$ cat config.mk
export PLATFORM = sky130hd
export DESIGN_NAME = cts_ctrl
export DESIGN_NICKNAME = d
export VERILOG_FILES = /design/src/hdl/cts_pkg.sv /design/src/hdl/cts_ctrl.sv
export SDC_FILE = /design/constraint.sdc
export NUM_CORES = 1
export LEC_CHECK = 0
export ABC_AREA = 1
export BUFFER_PORTS_ARGS = -buffer_cell sky130_fd_sc_hd__clkbuf_2
export CAP_MARGIN = 20
export CELL_PAD_IN_SITES_DETAIL_PLACEMENT = 2
export CELL_PAD_IN_SITES_GLOBAL_PLACEMENT = 2
export CORE_MARGIN = 5
export CORE_UTILIZATION = 37
export CTS_CLUSTER_SIZE = 12
export DETAILED_ROUTE_END_ITERATION = 10
export GPL_TIMING_DRIVEN = 1
export PLACE_DENSITY = 0.95
export REMOVE_ABC_BUFFERS = 1
export SLEW_MARGIN = 10
export SYNTH_ARGS = -nofsm -noshare
export SYNTH_HDL_FRONTEND = slang
export SYNTH_SLANG_ARGS = --single-unit
$ cat constraint.sdc
create_clock -name i_clk -period 5.4 [get_ports i_clk]
set_input_delay 0.54 -clock i_clk [delete_from_list [all_inputs] [get_ports i_clk]]
set_output_delay 0.54 -clock i_clk [all_outputs]
set_load 0.01 [all_outputs]
$ cat src/hdl/cts_pkg.sv
// Shared types, codes and saturating fixed-point helpers for the cyclic
// tridiagonal solver. No dependencies.
package cts_pkg;

    typedef logic signed [31:0] t_fx;

    typedef struct packed {
        t_fx  sub_diag;
        t_fx  main_diag;
        t_fx  super_diag;
        t_fx  rhs_value;
        logic last_row;
    } t_row_in;

    typedef struct packed {
        t_fx        solution;
        logic       last_value;
        logic [1:0] status;
    } t_result;

    localparam logic [1:0] STATUS_OK   = 2'd0;
    localparam logic [1:0] STATUS_ZERO = 2'd1;
    localparam logic [1:0] STATUS_ROWS = 2'd2;

    localparam t_fx FX_MAX = 32'sh7fffffff;
    localparam t_fx FX_MIN = 32'sh80000000;

    typedef enum logic [4:0] {
        ACT_NONE, ACT_CAP0, ACT_MD0, ACT_CAPN, ACT_MUL_AB, ACT_DIV_MG, ACT_MDN,
        ACT_F0, ACT_DIV_SUB, ACT_MUL_MSUP, ACT_ED_MER, ACT_ER, ACT_DIV_X, ACT_XN,
        ACT_MUL_SX, ACT_T, ACT_DIV_T, ACT_MUL_BSOL, ACT_NUMP_BCOR, ACT_DENP,
        ACT_NUMDEN, ACT_DIV_F, ACT_FACT, ACT_MUL_FC, ACT_EMIT_PLAIN, ACT_EMIT_CYC
    } t_act;

    typedef struct packed {
        t_act act;
        logic first;
        logic last;
        logic cyc;
        logic pass2;
        logic we_row;
        logic we_elim;
        logic we_sol;
        logic we_cor;
        logic drop;
        logic emit_last;
    } t_cmd;

    function automatic t_fx sat_add(t_fx a, t_fx b);
        logic signed [32:0] s;
        s = {a[31], a} + {b[31], b};
        if (s[32] != s[31]) begin
            return s[32] ? FX_MIN : FX_MAX;
        end
        return s[31:0];
    endfunction

    function automatic t_fx sat_sub(t_fx a, t_fx b);
        logic signed [32:0] s;
        s = {a[31], a} - {b[31], b};
        if (s[32] != s[31]) begin
            return s[32] ? FX_MIN : FX_MAX;
        end
        return s[31:0];
    endfunction

    function automatic logic [31:0] mag32(t_fx v);
        logic [31:0] u;
        u = v;
        return v[31] ? (~u + 32'd1) : u;
    endfunction

    function automatic t_fx sat_mag(logic neg, logic [63:0] m);
        logic [31:0] lo;
        lo = m[31:0];
        if (neg) begin
            if (m > 64'h0000_0000_8000_0000) begin
                return FX_MIN;
            end
            return $signed(~lo + 32'd1);
        end
        if (m > 64'h0000_0000_7fff_ffff) begin
            return FX_MAX;
        end
        return $signed(lo);
    endfunction

endpackage

$ cat src/hdl/cts_ctrl.sv
// Solver sequencer: row loading, one elimination pass (two and a correction in cyclic mode), output.
// Depends on cts_pkg.
module cts_ctrl #(
    parameter int MAX_POINTS = 32
) (
    input  logic                          i_clk,
    input  logic                          i_rst_n,
    input  logic                          i_start,
    input  logic                          i_last_row,
    output logic                          o_busy,
    input  logic                          i_cfg_valid,
    input  logic                          i_cfg_data,
    input  logic                          i_div_busy,
    output cts_pkg::t_cmd                 o_cmd,
    output logic [$clog2(MAX_POINTS)-1:0] o_addr
);
    localparam int AW = $clog2(MAX_POINTS);
    localparam int CW = $clog2(MAX_POINTS + 1);
    localparam int JW = $clog2(MAX_POINTS + 2);
    localparam int NS = 35;

    typedef enum logic [NS-1:0] {
        S_IDLE = NS'(1) << 0,  S_RD = NS'(1) << 1,   S_DW = NS'(1) << 2,
        S_C0   = NS'(1) << 3,  S_C1 = NS'(1) << 4,   S_C2 = NS'(1) << 5,
        S_C3   = NS'(1) << 6,  S_C4 = NS'(1) << 7,   S_C5 = NS'(1) << 8,
        S_C6   = NS'(1) << 9,  S_T0 = NS'(1) << 10,  S_T1 = NS'(1) << 11,
        S_T2   = NS'(1) << 12, S_T3 = NS'(1) << 13,  S_T4 = NS'(1) << 14,
        S_T5   = NS'(1) << 15, S_T6 = NS'(1) << 16,  S_T7 = NS'(1) << 17,
        S_B0   = NS'(1) << 18, S_B1 = NS'(1) << 19,  S_B2 = NS'(1) << 20,
        S_B3   = NS'(1) << 21, S_B4 = NS'(1) << 22,  S_F0 = NS'(1) << 23,
        S_F1   = NS'(1) << 24, S_F2 = NS'(1) << 25,  S_F3 = NS'(1) << 26,
        S_F4   = NS'(1) << 27, S_F5 = NS'(1) << 28,  S_F6 = NS'(1) << 29,
        S_F7   = NS'(1) << 30, S_F8 = NS'(1) << 31,  S_O0 = NS'(1) << 32,
        S_O1   = NS'(1) << 33, S_O2 = NS'(1) << 34
    } t_state;

    t_state        r_state, n_state, r_ret, n_ret;
    logic [AW-1:0] r_addr, n_addr;
    logic [CW-1:0] r_count, n_count, r_n, n_n;
    logic [JW-1:0] r_j, n_j;
    logic          r_pass2, n_pass2, r_cyc, n_cyc;

    logic [AW-1:0] last_idx, out_addr;
    logic [JW-1:0] j_end;
    logic          j_last, room;
    cts_pkg::t_cmd cmd;

    always_comb begin
        last_idx = AW'(r_n - 1'b1);
        j_end    = r_cyc ? (JW'(r_n) + 1'b1) : (JW'(r_n) - 1'b1);
        j_last   = r_j == j_end;
        room     = r_count < CW'(MAX_POINTS);
        if (!r_cyc) begin
            out_addr = AW'(r_j);
        end else if (r_j == '0) begin
            out_addr = last_idx;
        end else if (r_j == j_end) begin
            out_addr = '0;
        end else begin
            out_addr = AW'(r_j - 1'b1);
        end
    end

    always_comb begin
        n_state = r_state;
        n_ret   = r_ret;
        n_addr  = r_addr;
        n_count = r_count;
        n_n     = r_n;
        n_j     = r_j;
        n_pass2 = r_pass2;
        n_cyc   = r_cyc;
        cmd       = '0;
        cmd.act   = cts_pkg::ACT_NONE;
        cmd.cyc   = r_cyc;
        cmd.pass2 = r_pass2;
        cmd.first = r_addr == '0;
        cmd.last  = r_addr == last_idx;

        unique case (r_state)
            S_IDLE: begin
                if (i_cfg_valid) begin
                    n_cyc = i_cfg_data;
                end
                if (i_start) begin
                    if (room) begin
                        cmd.we_row = 1'b1;
                        n_count    = r_count + 1'b1;
                    end else begin
                        cmd.drop = 1'b1;
                    end
                    if (i_last_row) begin
                        n_n     = room ? (r_count + 1'b1) : r_count;
                        n_pass2 = 1'b0;
                        n_state = n_cyc ? S_C0 : S_T0;
                    end
                end
            end
            S_RD: n_state = r_ret;
            S_DW: begin
                if (!i_div_busy) begin
                    n_state = r_ret;
                end
            end
            S_C0: begin n_addr = '0; n_ret = S_C1; n_state = S_RD; end
            S_C1: begin cmd.act = cts_pkg::ACT_CAP0; n_state = S_C2; end
            S_C2: begin
                cmd.act = cts_pkg::ACT_MD0;
                n_addr  = last_idx;
                n_ret   = S_C3;
                n_state = S_RD;
            end
            S_C3: begin cmd.act = cts_pkg::ACT_CAPN;   n_state = S_C4; end
            S_C4: begin cmd.act = cts_pkg::ACT_MUL_AB; n_state = S_C5; end
            S_C5: begin cmd.act = cts_pkg::ACT_DIV_MG; n_ret = S_C6; n_state = S_DW; end
            S_C6: begin cmd.act = cts_pkg::ACT_MDN;    n_state = S_T0; end
            S_T0: begin n_addr = '0; n_ret = S_T1; n_state = S_RD; end
            S_T1: begin cmd.act = cts_pkg::ACT_F0; n_state = S_T2; end
            S_T2, S_T7: begin
                cmd.we_elim = 1'b1;
                if (r_addr == last_idx) begin
                    n_state = S_B0;
                end else begin
                    n_addr  = r_addr + 1'b1;
                    n_ret   = S_T3;
                    n_state = S_RD;
                end
            end
            S_T3: begin cmd.act = cts_pkg::ACT_DIV_SUB; n_ret = S_T4; n_state = S_DW; end
            S_T4: begin cmd.act = cts_pkg::ACT_MUL_MSUP; n_state = S_T5; end
            S_T5: begin cmd.act = cts_pkg::ACT_ED_MER;   n_state = S_T6; end
            S_T6: begin cmd.act = cts_pkg::ACT_ER;       n_state = S_T7; end
            S_B0: begin cmd.act = cts_pkg::ACT_DIV_X; n_ret = S_B1; n_state = S_DW; end
            S_B1: begin
                cmd.act    = cts_pkg::ACT_XN;
                cmd.we_sol = !r_pass2;
                cmd.we_cor = r_pass2;
                if (r_addr != '0) begin
                    n_addr  = r_addr - 1'b1;
                    n_ret   = S_B2;
                    n_state = S_RD;
                end else if (r_cyc && !r_pass2) begin
                    n_pass2 = 1'b1;
                    n_state = S_T0;
                end else if (r_cyc) begin
                    n_state = S_F0;
                end else begin
                    n_j     = '0;
                    n_state = S_O0;
                end
            end
            S_B2: begin cmd.act = cts_pkg::ACT_MUL_SX; n_state = S_B3; end
            S_B3: begin cmd.act = cts_pkg::ACT_T;      n_state = S_B4; end
            S_B4: begin cmd.act = cts_pkg::ACT_DIV_T; n_ret = S_B1; n_state = S_DW; end
            S_F0: begin n_addr = last_idx; n_ret = S_F1; n_state = S_RD; end
            S_F1: begin cmd.act = cts_pkg::ACT_MUL_BSOL; n_state = S_F2; end
            S_F2: begin cmd.act = cts_pkg::ACT_DIV_MG; n_ret = S_F3; n_state = S_DW; end
            S_F3: begin cmd.act = cts_pkg::ACT_NUMP_BCOR; n_state = S_F4; end
            S_F4: begin cmd.act = cts_pkg::ACT_DIV_MG; n_ret = S_F5; n_state = S_DW; end
            S_F5: begin
                cmd.act = cts_pkg::ACT_DENP;
                n_addr  = '0;
                n_ret   = S_F6;
                n_state = S_RD;
            end
            S_F6: begin cmd.act = cts_pkg::ACT_NUMDEN; n_state = S_F7; end
            S_F7: begin cmd.act = cts_pkg::ACT_DIV_F; n_ret = S_F8; n_state = S_DW; end
            S_F8: begin cmd.act = cts_pkg::ACT_FACT; n_j = '0; n_state = S_O0; end
            S_O0: begin n_addr = out_addr; n_ret = S_O1; n_state = S_RD; end
            S_O1, S_O2: begin
                if (r_state == S_O1 && r_cyc) begin
                    cmd.act = cts_pkg::ACT_MUL_FC;
                    n_state = S_O2;
                end else begin
                    cmd.act       = r_cyc ? cts_pkg::ACT_EMIT_CYC : cts_pkg::ACT_EMIT_PLAIN;
                    cmd.emit_last = j_last;
                    if (j_last) begin
                        n_count = '0;
                        n_state = S_IDLE;
                    end else begin
                        n_j     = r_j + 1'b1;
                        n_state = S_O0;
                    end
                end
            end
            default: n_state = S_IDLE;
        endcase
    end

    always_ff @(posedge i_clk) begin
        if (!i_rst_n) begin
            r_state <= S_IDLE;
            r_ret   <= S_IDLE;
            r_count <= '0;
            r_cyc   <= 1'b1;
            r_pass2 <= 1'b0;
        end else begin
            r_state <= n_state;
            r_ret   <= n_ret;
            r_count <= n_count;
            r_cyc   <= n_cyc;
            r_pass2 <= n_pass2;
        end
        r_addr <= n_addr;
        r_n    <= n_n;
        r_j    <= n_j;
    end

    assign o_cmd  = cmd;
    assign o_addr = (r_state == S_IDLE) ? AW'(r_count) : r_addr;
    assign o_busy = r_state != S_IDLE;
endmodule

==> results_dict.tcl, run 1 <==
set metrics [dict create \
    p_leak_nw 2.77 \
    postRouteWirelength_mm 23.3 \
    max-clock-path-buffers 2 \
    post-place-ws_ps 2340 \
    ys.flop_type "dfxtp_1" \
    nFillCells 1659 \
    syn_area_um2 5110 \
    worstPathArrival_ps 2990 \
    clk_transition_reported_paths_ps 70 \
    grt_pass1_wl_mm 37.0 \
    fmax_mhz 283 \
    synth_warnings 0 \
    cts_tree "done" \
    hold_path.class "register to register" \
    setup_violations 0 \
    cp_top_family "simple AND/OR/NAND/NOR gates" \
    drive_above_1_share 0.126 \
    post_drt_wl_per_cell_um 23.7 \
    startpoint_type "register" \
    dr.pass1.iters 5 \
    clkLatencyLatePin_ps 360 \
    row_count 43 \
    p_clk_frac 0.304 \
    worstReg2RegStart "r_state[30]$_SDFFE_PN0P_" \
    area_growth_pct 12.0 \
    grt_max_degree 44 \
    synth_edf_count 17 \
    slowest_stage "nor2_1" \
    worst-setup-path-type "register to output pin" \
    final_max_slew_viol_count 0 \
    multi_input_area_um2 2950 \
    pwr-share-comb 0.390 \
    antenna_found_initial 0 \
    register_area_um2 1670 \
    slowest_delay_ps 640 \
    gp_congestion 0.979 \
    placed_cell_area_um2 5380 \
    port_buffers 27 \
    switching_share 0.449 \
    num_vias 5681 \
    tns_ps 0 \
    cts_sinks 75 \
    postCtsSetupRepairBufs 0 \
    avgSynthCellArea_um2 6.57 \
    fin_util 0.418 \
    crit_buf_inv 2 \
    dp_hpwl_mm 16.6 \
    coreArea_um2 13700 \
    final_nets 816 \
    endpoint "o_cmd[5]" \
    period_minus_slack_ps 3530 \
    drc 0 \
    relSlewSlack 0.496 \
    status "complete, no violations" \
    intPower_mw 1.34 \
    r2r_end "r_addr[4]$_DFFE_PP_" \
    grt_use_total 0.296 \
    post-route-period-util 0.654 \
    ys_types 40 \
    grt-ovfl-total 0 \
    drtAntennaViolNets 0 \
    crit_top_cell "nor2_1" \
    synthArstFlopShare 0 \
    final.setup_skew_ps 16.5 \
    htree_levels 3 \
    cap_viol_max_count 0 \
    worst_slew_pin_slew_ps 755 \
    syn_inst 778 \
    cts_hold_buf 0 \
    yosysSeqAreaShare 0.327 \
    rsz0062_at_grt "false" \
    diodes 0 \
    finalHoldViolCount 0 \
    initialDrtViolationCount 450 \
    end_kind "output pin" \
    synth.top_cell.area_share 0.227 \
    final_cells 984 \
    p_seq_frac 0.306 \
    die-height_um 128 \
    timing.final.ws_setup_ps 1870 \
    synthTopCellsByArea "dfxtp_1, nand2_1, edfxtp_1" \
    cts_root_buf "clkbuf_16" \
    crit_path_max_fanout 15 \
    viasPerCell 5.77 \
    report.power.total_mw 2.44 \
    fin_worst_hold_slack_ps 473 \
    cts-resized-gates 0 \
    numCtsBuffers 9 \
    yosysTopAreaCell "dfxtp_1" \
    fin_area_um2 5730 \
    p_switching_mw 1.09 \
    grt_pass1_vias 6340 \
    ir_worst_vdd_uv 287 \
    start_util 0.373 \
    ios 28 \
    reg2regPathDepth 14 \
    worstSetupStartpoint "r_state[30]$_SDFFE_PN0P_" \
    r2r_slack_ps 2320 \
    cp.depth 10 \
    fp.dieArea_um2 16300 \
    cp_data_required_time_ps 4860 \
    power.density_nw_per_um2 426 \
    ys_seq_elements 75 \
    die_x_um 128 \
    dp.cells 968 \
    worstPathCellList "nor2_1 -> nand2_1 -> nor2_4 -> nand2_8 -> nor2_4 -> nand2_2 -> nor2_1 -> inv_1 -> nor2_1 -> clkbuf_2" \
]
-- state kept, by name, summed over array words and instances (netlist names) --
signal and cells:
r_j 6, r_state 35, r_pass2 1, r_count 6
r_addr 5, r_ret 15, r_cyc 1, r_n 6
-- kinds of logic (layout without fill, tap and decap cells) --
logic type               count (synthesis)  in the layout  synth area share
AND/OR/NAND/NOR                        504            504             0.465
flip-flops                              75             75             0.327
AO/OA/AOI/OAI                           53             53            0.0607
adder cells (fa/ha/maj)                 10             10            0.0259
buffers and inverters                  121            147            0.0961
XOR/XNOR                                15             15            0.0257
-- power groups by stage --
stage	registers (mW)	logic, mW	clock network [mW]
floorplan	0.717	0.616	0
global placement	0.736	0.839	0
detailed placement	0.750	0.909	0
CTS	0.742	0.947	0.744
global route	0.754	1.05	0.768
finish	0.747	0.951	0.740
-- worst min path at each step --
| stage | start | end | slack, ps | depth (start not counted) |
|---|---|---|---|---|
| detailed placement | r_count[3]$_SDFFE_PN0P_ | r_count[3]$_SDFFE_PN0P_ | 460 | 2 |
| floorplan | r_count[3]$_SDFFE_PN0P_ | r_count[3]$_SDFFE_PN0P_ | 440 | 2 |
| CTS | r_count[3]$_SDFFE_PN0P_ | r_count[3]$_SDFFE_PN0P_ | 480 | 2 |
| global placement | r_count[3]$_SDFFE_PN0P_ | r_count[3]$_SDFFE_PN0P_ | 450 | 2 |
| global route | r_ret[11]$_SDFFE_PN0P_ | r_state[11]$_SDFFE_PN0P_ | 500 | 2 |
| finish | r_ret[11]$_SDFFE_PN0P_ | r_state[11]$_SDFFE_PN0P_ | 470 | 2 |
-- synthesized netlist by cell type, types with 3 or more instances --
library cell and n:
buf_6 3, nand3_1 73, nor3_1 24, nor2_4 7, inv_1 90, o21ai_0 15
xor2_1 13, nor2_8 4, o211ai_1 9, nor4_1 8, clkbuf_1 9, a21oi_1 19
edfxtp_1 17, nor2_2 12, nand2_1 200, nand4_1 29, dfxtp_1 58, nor2_1 121
inv_2 12, nand2_4 3, ha_1 9, buf_2 3, a31oi_1 3, nor3b_1 4
o21ai_1 3, nand2_2 11
-- worst min-delay path: cells and delay by family (launching register included) --
family	cells	cell delay (ps)
flops	1	320
simple gates	2	120
-- cell type report --
cell class                      count  share of cell area
Sequential cell                    75               0.292
Inverter                          103              0.0679
Clock buffer                       10              0.0437
Multi-Input combinational cell    582               0.515
Clock inverter                      6              0.0175
Tap cell                          180              0.0393
Timing Repair Buffer               28              0.0249
-- layout by cell type (no fill, tap or decap), drive strengths merged, types with 17 or more instances in the layout --
cell type,netlist,layout
edfxtp,17,17
nand4,29,29
clkbuf,10,37
a21oi,19,19
dfxtp,58,58
o21ai,19,19
nor3,24,24
nand2,216,216
nand3,75,75
inv,103,107
nor2,144,144
-- metal layers --
layer / global-route usage / vias to the layer above / routed length (µm)
li1: - / 2567 / -
met1: 0.373 / 2869 / 9970
met2: 0.499 / 197 / 11300
met3: 0.0539 / 48 / 1330
met4: 0.119 / 0 / 718
met5: 0 / - / 0
No activity file was read; power rests on OpenSTA's default activity.
==> inputs of run 2 (changes only) <==
Settings changed: CORE_UTILIZATION 37 to 34, PLACE_DENSITY 0.95 to 0.89.
Clock period 5.4 ns to 3.4 ns, I/O delays scaled along.
==> run 2 against run 1 <==
  * Register-to-register slack worse by 1900 ps
  * Global-route usage is 5.9 points lower
  * Clock power is 34% higher
  * Combinational power is 60% higher
  * Sequential power is 53% higher
  * Clock-buffer cell count is 2 higher
  * Flip-flop and latch count stayed put
  * Critical path depth is 3 higher
  * Total power is 50% higher
  * Core utilization is 2.8 points lower
  * Wire length is 12% lower
  * Clock skew is 4.3 ps lower
  * Largest cell class unchanged
  * Largest power group unchanged
==> results_dict.tcl, run 2 (synthesis gave the netlist of run 1 again) <==
set metrics [dict create \
    whs_path_depth 4 \
    drive_above_1_share 0.128 \
    startpoint_type "register" \
    postRouteWirelength_mm 20.5 \
    grt_pass1_wl_mm 32.9 \
    diodes 0 \
    cp_data_required_time_ps 3060 \
    coreArea_um2 14600 \
    post-route-period-util 0.899 \
    worstPathArrival_ps 2720 \
    r2r_slack_ps 440 \
    final.setup_skew_ps 12.2 \
    crit_path_max_fanout 6 \
    antenna_found_initial 0 \
    ir_worst_vdd_uv 399 \
    final_cells 991 \
    r2r_end "r_addr[4]$_DFFE_PP_" \
    min_to "r_state[0]$_SDFFE_PN1P_" \
    regMostFlops "r_state" \
    hold_start "i_div_busy" \
    hold_path.class "input port to register" \
    fp.dieArea_um2 17600 \
    relSlewSlack 0.445 \
    final_nets 819 \
    fmax_mhz 327 \
    area_growth_pct 11.6 \
    power.density_nw_per_um2 640 \
    reg2regPathDepth 14 \
    tns_ps 0 \
    grt_pass1_vias 5967 \
    drtAntennaViolNets 0 \
    viasPerCell 5.51 \
    drc 0 \
    port_buffers 27 \
    dp_hpwl_mm 16.1 \
    row_count 44 \
    largest_reg_flops 35 \
    cts_tree "done" \
    post_drt_wl_per_cell_um 20.7 \
    cap_viol_max_count 0 \
    dp.cells 975 \
    report.power.total_mw 3.65 \
    ios 28 \
    grt_max_degree 48 \
    setup_violations 0 \
    end_kind "output pin" \
    grt_use_total 0.236 \
    cts-resized-gates 0 \
    clkLatencyLatePin_ps 350 \
    worstSetupStartpoint "r_n[0]$_DFFE_PP_" \
    gp_congestion 0.892 \
    cts_root_buf "clkbuf_16" \
    mostFrequentLayoutCell "nand2_1" \
    cts_hold_buf 0 \
    grt-ovfl-total 0 \
    htree_levels 3 \
    worst-setup-path-type "register to output pin" \
    die_x_um 133 \
    clk_transition_reported_paths_ps 70 \
    rsz0062_at_grt "false" \
    p_leak_nw 2.76 \
    postCtsSetupRepairBufs 0 \
    die-height_um 133 \
    worstReg2RegStart "r_state[2]$_SDFFE_PN0P_" \
    initialDrtViolationCount 278 \
    status "complete, no violations" \
    dr.pass1.iters 5 \
    start_util 0.349 \
    numCtsBuffers 9 \
    max-clock-path-buffers 2 \
    worst_slew_pin_slew_ps 830 \
    final_cell_mix "nand2_1, nor2_1, inv_1" \
    finalHoldViolCount 0 \
    period_minus_slack_ps 3060 \
    largest_registers "r_state x35, r_ret x15" \
    final_max_slew_viol_count 0 \
    cts_sinks 75 \
    num_vias 5459 \
]
-- run 2: changes by cell type in the layout (fill, tap and decap cells not counted), sizes merged --
cell / previous run / this run
buf: 1 / 4
bufinv: 2 / 0
clkbuf: 37 / 39
clkinv: 0 / 2
inv: 107 / 105
-- run 2: per-stage QoR --
step | utilization | area [µm²] | worst slack (ps) | hold WS (ps)
6_report | 0.390 | 5710 | 343 | 295
5_1_grt | 0.390 | 5710 | 180 | 305
3_3_place_gp | 0.369 | 5410 | 664 | 451
2_1_floorplan | - | 5010 | 995 | 409
3_5_place_dp | 0.369 | 5410 | 504 | 464
4_1_cts | 0.390 | 5710 | 363 | 289
-- run 2: worst max path at each step --
stage	end	slack [ps]	depth (start not counted)
floorplan	r_addr[4]$_DFFE_PP_	990	14
global placement	r_addr[4]$_DFFE_PP_	660	14
detailed placement	r_addr[4]$_DFFE_PP_	500	14
CTS	o_cmd[0]	360	13
global route	r_addr[4]$_DFFE_PP_	180	14
finish	o_cmd[0]	340	13
-- run 2: final cells by class --
cell class                 count  area, µm²
clock buffer                  12        268
inverter                     103        389
multi-input combinational    582       2950
clock inverter                 4       31.3
fill                        1808       8940
tap                          184        230
timing repair buffer          31        165
sequential                    75       1670
-- run 2: where the power goes --
part	switching [mW]	total, mW	internal, mW
sequential	0.114	1.14	1.03
clock	0.426	0.991	0.565
combinational	1.10	1.52	0.424
total	1.64	3.65	2.02
-- run 2: critical path, cell delays in order (launching register included) --
cell      delay [ps]
edfxtp_1         490
inv_1            220
ha_1             250
inv_1             70
nand2_1           60
nand2_1          130
nand2_1          120
nand2_1           90
nand2_1           90
nand3_1           80
nor2_1           140
nand4_1          120
nor2_1           300
clkbuf_2         200
-- run 2: metal layers --
layer | share of wire | routed length [µm] | GRT usage | vias to the layer above
met5 | 0 | 0 | 0 | -
met4 | 0.023 | 465 | 0.0774 | 0
met3 | 0.043 | 891 | 0.0399 | 34
met2 | 0.48 | 9790 | 0.393 | 135
met1 | 0.46 | 9350 | 0.311 | 2723
li1 | - | - | - | 2567
